==> config.mk <==
export PLATFORM = sky130hd
export DESIGN_NAME = vlcp_ram
export DESIGN_NICKNAME = d
export VERILOG_FILES = /design/src/rtl/core/vlcp_ram.sv
export SDC_FILE = /design/constraint.sdc
export NUM_CORES = 1
export LEC_CHECK = 0
export ABC_AREA = 1
export BUFFER_PORTS_ARGS = -buffer_cell sky130_fd_sc_hd__buf_2
export CORE_ASPECT_RATIO = 1.75
export CORE_MARGIN = 2
export CORE_UTILIZATION = 50
export CTS_CLUSTER_DIAMETER = 120
export DETAILED_ROUTE_END_ITERATION = 10
export GPL_ROUTABILITY_DRIVEN = 0
export PLACE_DENSITY = 0.69
export SYNTH_ARGS = -nofsm -noshare
export SYNTH_HDL_FRONTEND = slang
export SYNTH_SLANG_ARGS = --single-unit
==> constraint.sdc <==
create_clock -name clk -period 2.4 [get_ports clk]
set_clock_uncertainty 0.15 [all_clocks]
set_input_delay 0.36 -clock clk [delete_from_list [all_inputs] [get_ports clk]]
set_output_delay 0.36 -clock clk [all_outputs]
set_load 0.01 [all_outputs]
==> src/rtl/core/vlcp_ram.sv <==
module vlcp_ram #(
    parameter int WIDTH = 8,
    parameter int DEPTH = 16
) (
    input  logic                                       clk,
    input  logic                                       we,
    input  logic [((DEPTH > 1) ? $clog2(DEPTH) : 1)-1:0] addr,
    input  logic [WIDTH-1:0]                           wdata,
    output logic [WIDTH-1:0]                           rdata
);

    logic [WIDTH-1:0] mem [DEPTH];
    logic [WIDTH-1:0] rd_data_reg;

    // Write one entry, register the read
    always_ff @(posedge clk)
    begin
        if (we)
        begin
            mem[addr] <= wdata;
        end
        rd_data_reg <= mem[addr];
    end

    assign rdata = rd_data_reg;

endmodule

==> impl_metrics.ini <==
[yosys]
synthMuxAreaShare_pct = 0
synth-seq-cells = 136
synth.largest_area_cell = edfxtp_1
yosys_warnings = 0
synth_xor_area_share_pct = 0
synthDominantCellAreaShare_pct = 68.7
synth.avg_cell_area_sq_um = 10.2
syn-cell-area_sq_um = 5590
synthSimpleGateAreaFrac_pct = 24.8
syn_inst = 548
synth_seq_area_share_pct = 71.6
synth_area_leaders = edfxtp_1 (69%), nand2_1 (23%), dfxtp_1 (2.9%), inv_1 (1.4%), nor2_1 (1.2%)
synth_compound_area_share_pct = 0
yosysUniqueCellTypes = 11
synth_top_family_by_area = simple AND/OR/NAND/NOR gates
syn-num-nets = 562
synthAdderAreaFrac_pct = 0

[clocking]
clk-insertion-delay-late_ps = 420
numCtsBuffers = 17
hold_buffers = 0
cts.repair.resized = 0
clk_path_buf_depth = 2
cts_sinks = 136
cts-root-buf = clkbuf_16
path_clk_slew_ps = 60
clock_tree.htree_level_count = 4
postCtsSetupBuffers = 0
tritoncts = done

[grt]
track_usage_pct = 22.0
grt_pass1_wl_mm = 19.2
grt_pass1_vias = 3771
grt_antenna_before_repair = 0
grt_max_degree = 36
gr-total-overflow = 0

[finish]
num_antenna_cells = 0
finish.net_count = 601
final_layout_size_suffix_gt1_share_pct = 11.2
final_area_sq_um = 6460
syn_to_final_growth_pct = 15.5

[worst_setup_path]
end_kind = flop
start_kind = input port
slowest_stage = nand3_1
r2r_cells = 8
critPathLaunch = addr[1]
crit_buf_inv = 4
worst-setup-path-type = input port to flop
worst_ep_required_time_ps = 2370
cp.arrival_ps = 1620
crit_chain = buf_2 > clkinv_1 > buf_4 > nand3_1 > nor2_1 > buf_4
path_delay_family = buffers and inverters
crit_path_max_incr_delay_ps = 360
path_depth = 6
cp_common_cell = buf_4
worstPathMaxFanout = 33
reg2reg_from = mem[1][5]

[sta]
clock.fmax_mhz = 606
finalSetupViolations = 0
worst_slew_pin_slew_ps = 685
max_slew_margin_pct = 54.2
period_share_pct = 68.7
tns_ps = 0
hold_viol = 0
period_needed_ps = 1650
rsz0062_at_grt = false
slew_viol_final = 0

[placed_design]
io_buffer_count = 21
placed_area_sq_um = 5900
hpwl_mm = 8.18

[floorplan]
start_util_pct = 50.7
dieArea_sq_um = 12100
core_area_sq_um = 11000
fp.dieW_microns = 84.0
row_count = 51
die_h_microns = 144
io_pins = 22

[detailed_routing]
via_per_inst = 5.08
drc = 0
vias = 3717
drt_wl_total_mm = 12.5
wl_per_cell_microns = 17.1
antenna_left = 0
first_pass_iters = 7
drtIter0Drc = 256

[hold_path]
min_from = wdata[3]
worstHoldPathCells = 1
hp-class = input port to flop

[flow_run]
cap_violations = 0

[power_and_ir_drop]
p_per_area_nw_per_um2 = 851
vdd_ir_drop_max_v = 0.000676
p_leak_uw = 0.00281

[run_status]
status = finished clean
## path summary, 6_finish.rpt
path	end	slack, ps
setup reg to reg	rdata[5]	1220
setup / recovery	mem[0][5]	750
hold / removal	mem[12][3]	240
hold reg to reg	rdata[5]	570
## cells in the mapped netlist
| cell | count |
|---|---|
| inv_1 | 21 |
| dfxtp_1 | 8 |
| buf_4 | 6 |
| buf_2 | 12 |
| nand3_1 | 4 |
| clkinv_1 | 1 |
| nand2_1 | 346 |
| nor2_1 | 18 |
| clkbuf_1 | 3 |
| inv_2 | 1 |
| edfxtp_1 | 128 |
## cells in the final DEF, fill, tap and decap left out
| cell | instances |
|---|---|
| nand2_1 | 346 |
| dfxtp_1 | 8 |
| clkinvlp_4 | 1 |
| buf_2 | 21 |
| clkbuf_16 | 17 |
| nor2_1 | 18 |
| buf_4 | 20 |
| clkinv_1 | 6 |
| edfxtp_1 | 128 |
| nand3_1 | 4 |
| bufinv_16 | 3 |
| clkbuf_1 | 1 |
| inv_1 | 21 |
| inv_2 | 1 |
| clkinv_2 | 4 |
## metrics by stage
step / instances / hold WS, ps / util (%) / total power (uW) / setup slack [ps]
detailed placement: 700 / 567 / 53.4 / 3040 / 412
floorplan: 548 / 309 / - / 2910 / 513
CTS: 731 / 232 / 58.5 / 5530 / 803
global placement: 700 / 555 / 53.4 / 3040 / 416
finish: 731 / 243 / 58.5 / 5500 / 750
global route: 731 / 234 / 58.5 / 5670 / 724
## routing by layer
| metal | GRT usage [%] | vias up | share of wire (%) |
|---|---|---|---|
| met3 | 4.88 | 23 | 4.0 |
| met5 | 0 | - | 0 |
| met2 | 40.6 | 124 | 55 |
| met1 | 23.2 | 1744 | 38 |
| li1 | - | 1826 | - |
| met4 | 11.5 | 0 | 3.4 |
## cell families after synthesis
logic type	after synthesis
DFF	136
buffers and inverters	44
and+or+nand+nor	368
## cell type report
cell class / count / area [sq um]
Fill cell: 906 / 4580
Sequential cell: 136 / 4000
Multi-Input combinational cell: 368 / 1390
Clock buffer: 18 / 429
Timing Repair Buffer: 41 / 255
Tap cell: 132 / 165
Clock inverter: 13 / 136
Inverter: 23 / 86.3
## flip-flops by register name (all words and copies together), names as in the netlist
signal and cells:
mem 128, rdata 8
## where the power goes
part / internal (uW) / leakage (uW) / switching (uW) / total, uW
clock network: 1600 / 0.000277 / 904 / 2500
logic: 89.4 / 0.00131 / 237 / 326
registers: 2660 / 0.00122 / 14.0 / 2670
Note: power is estimated with default switching activity, not from simulation.
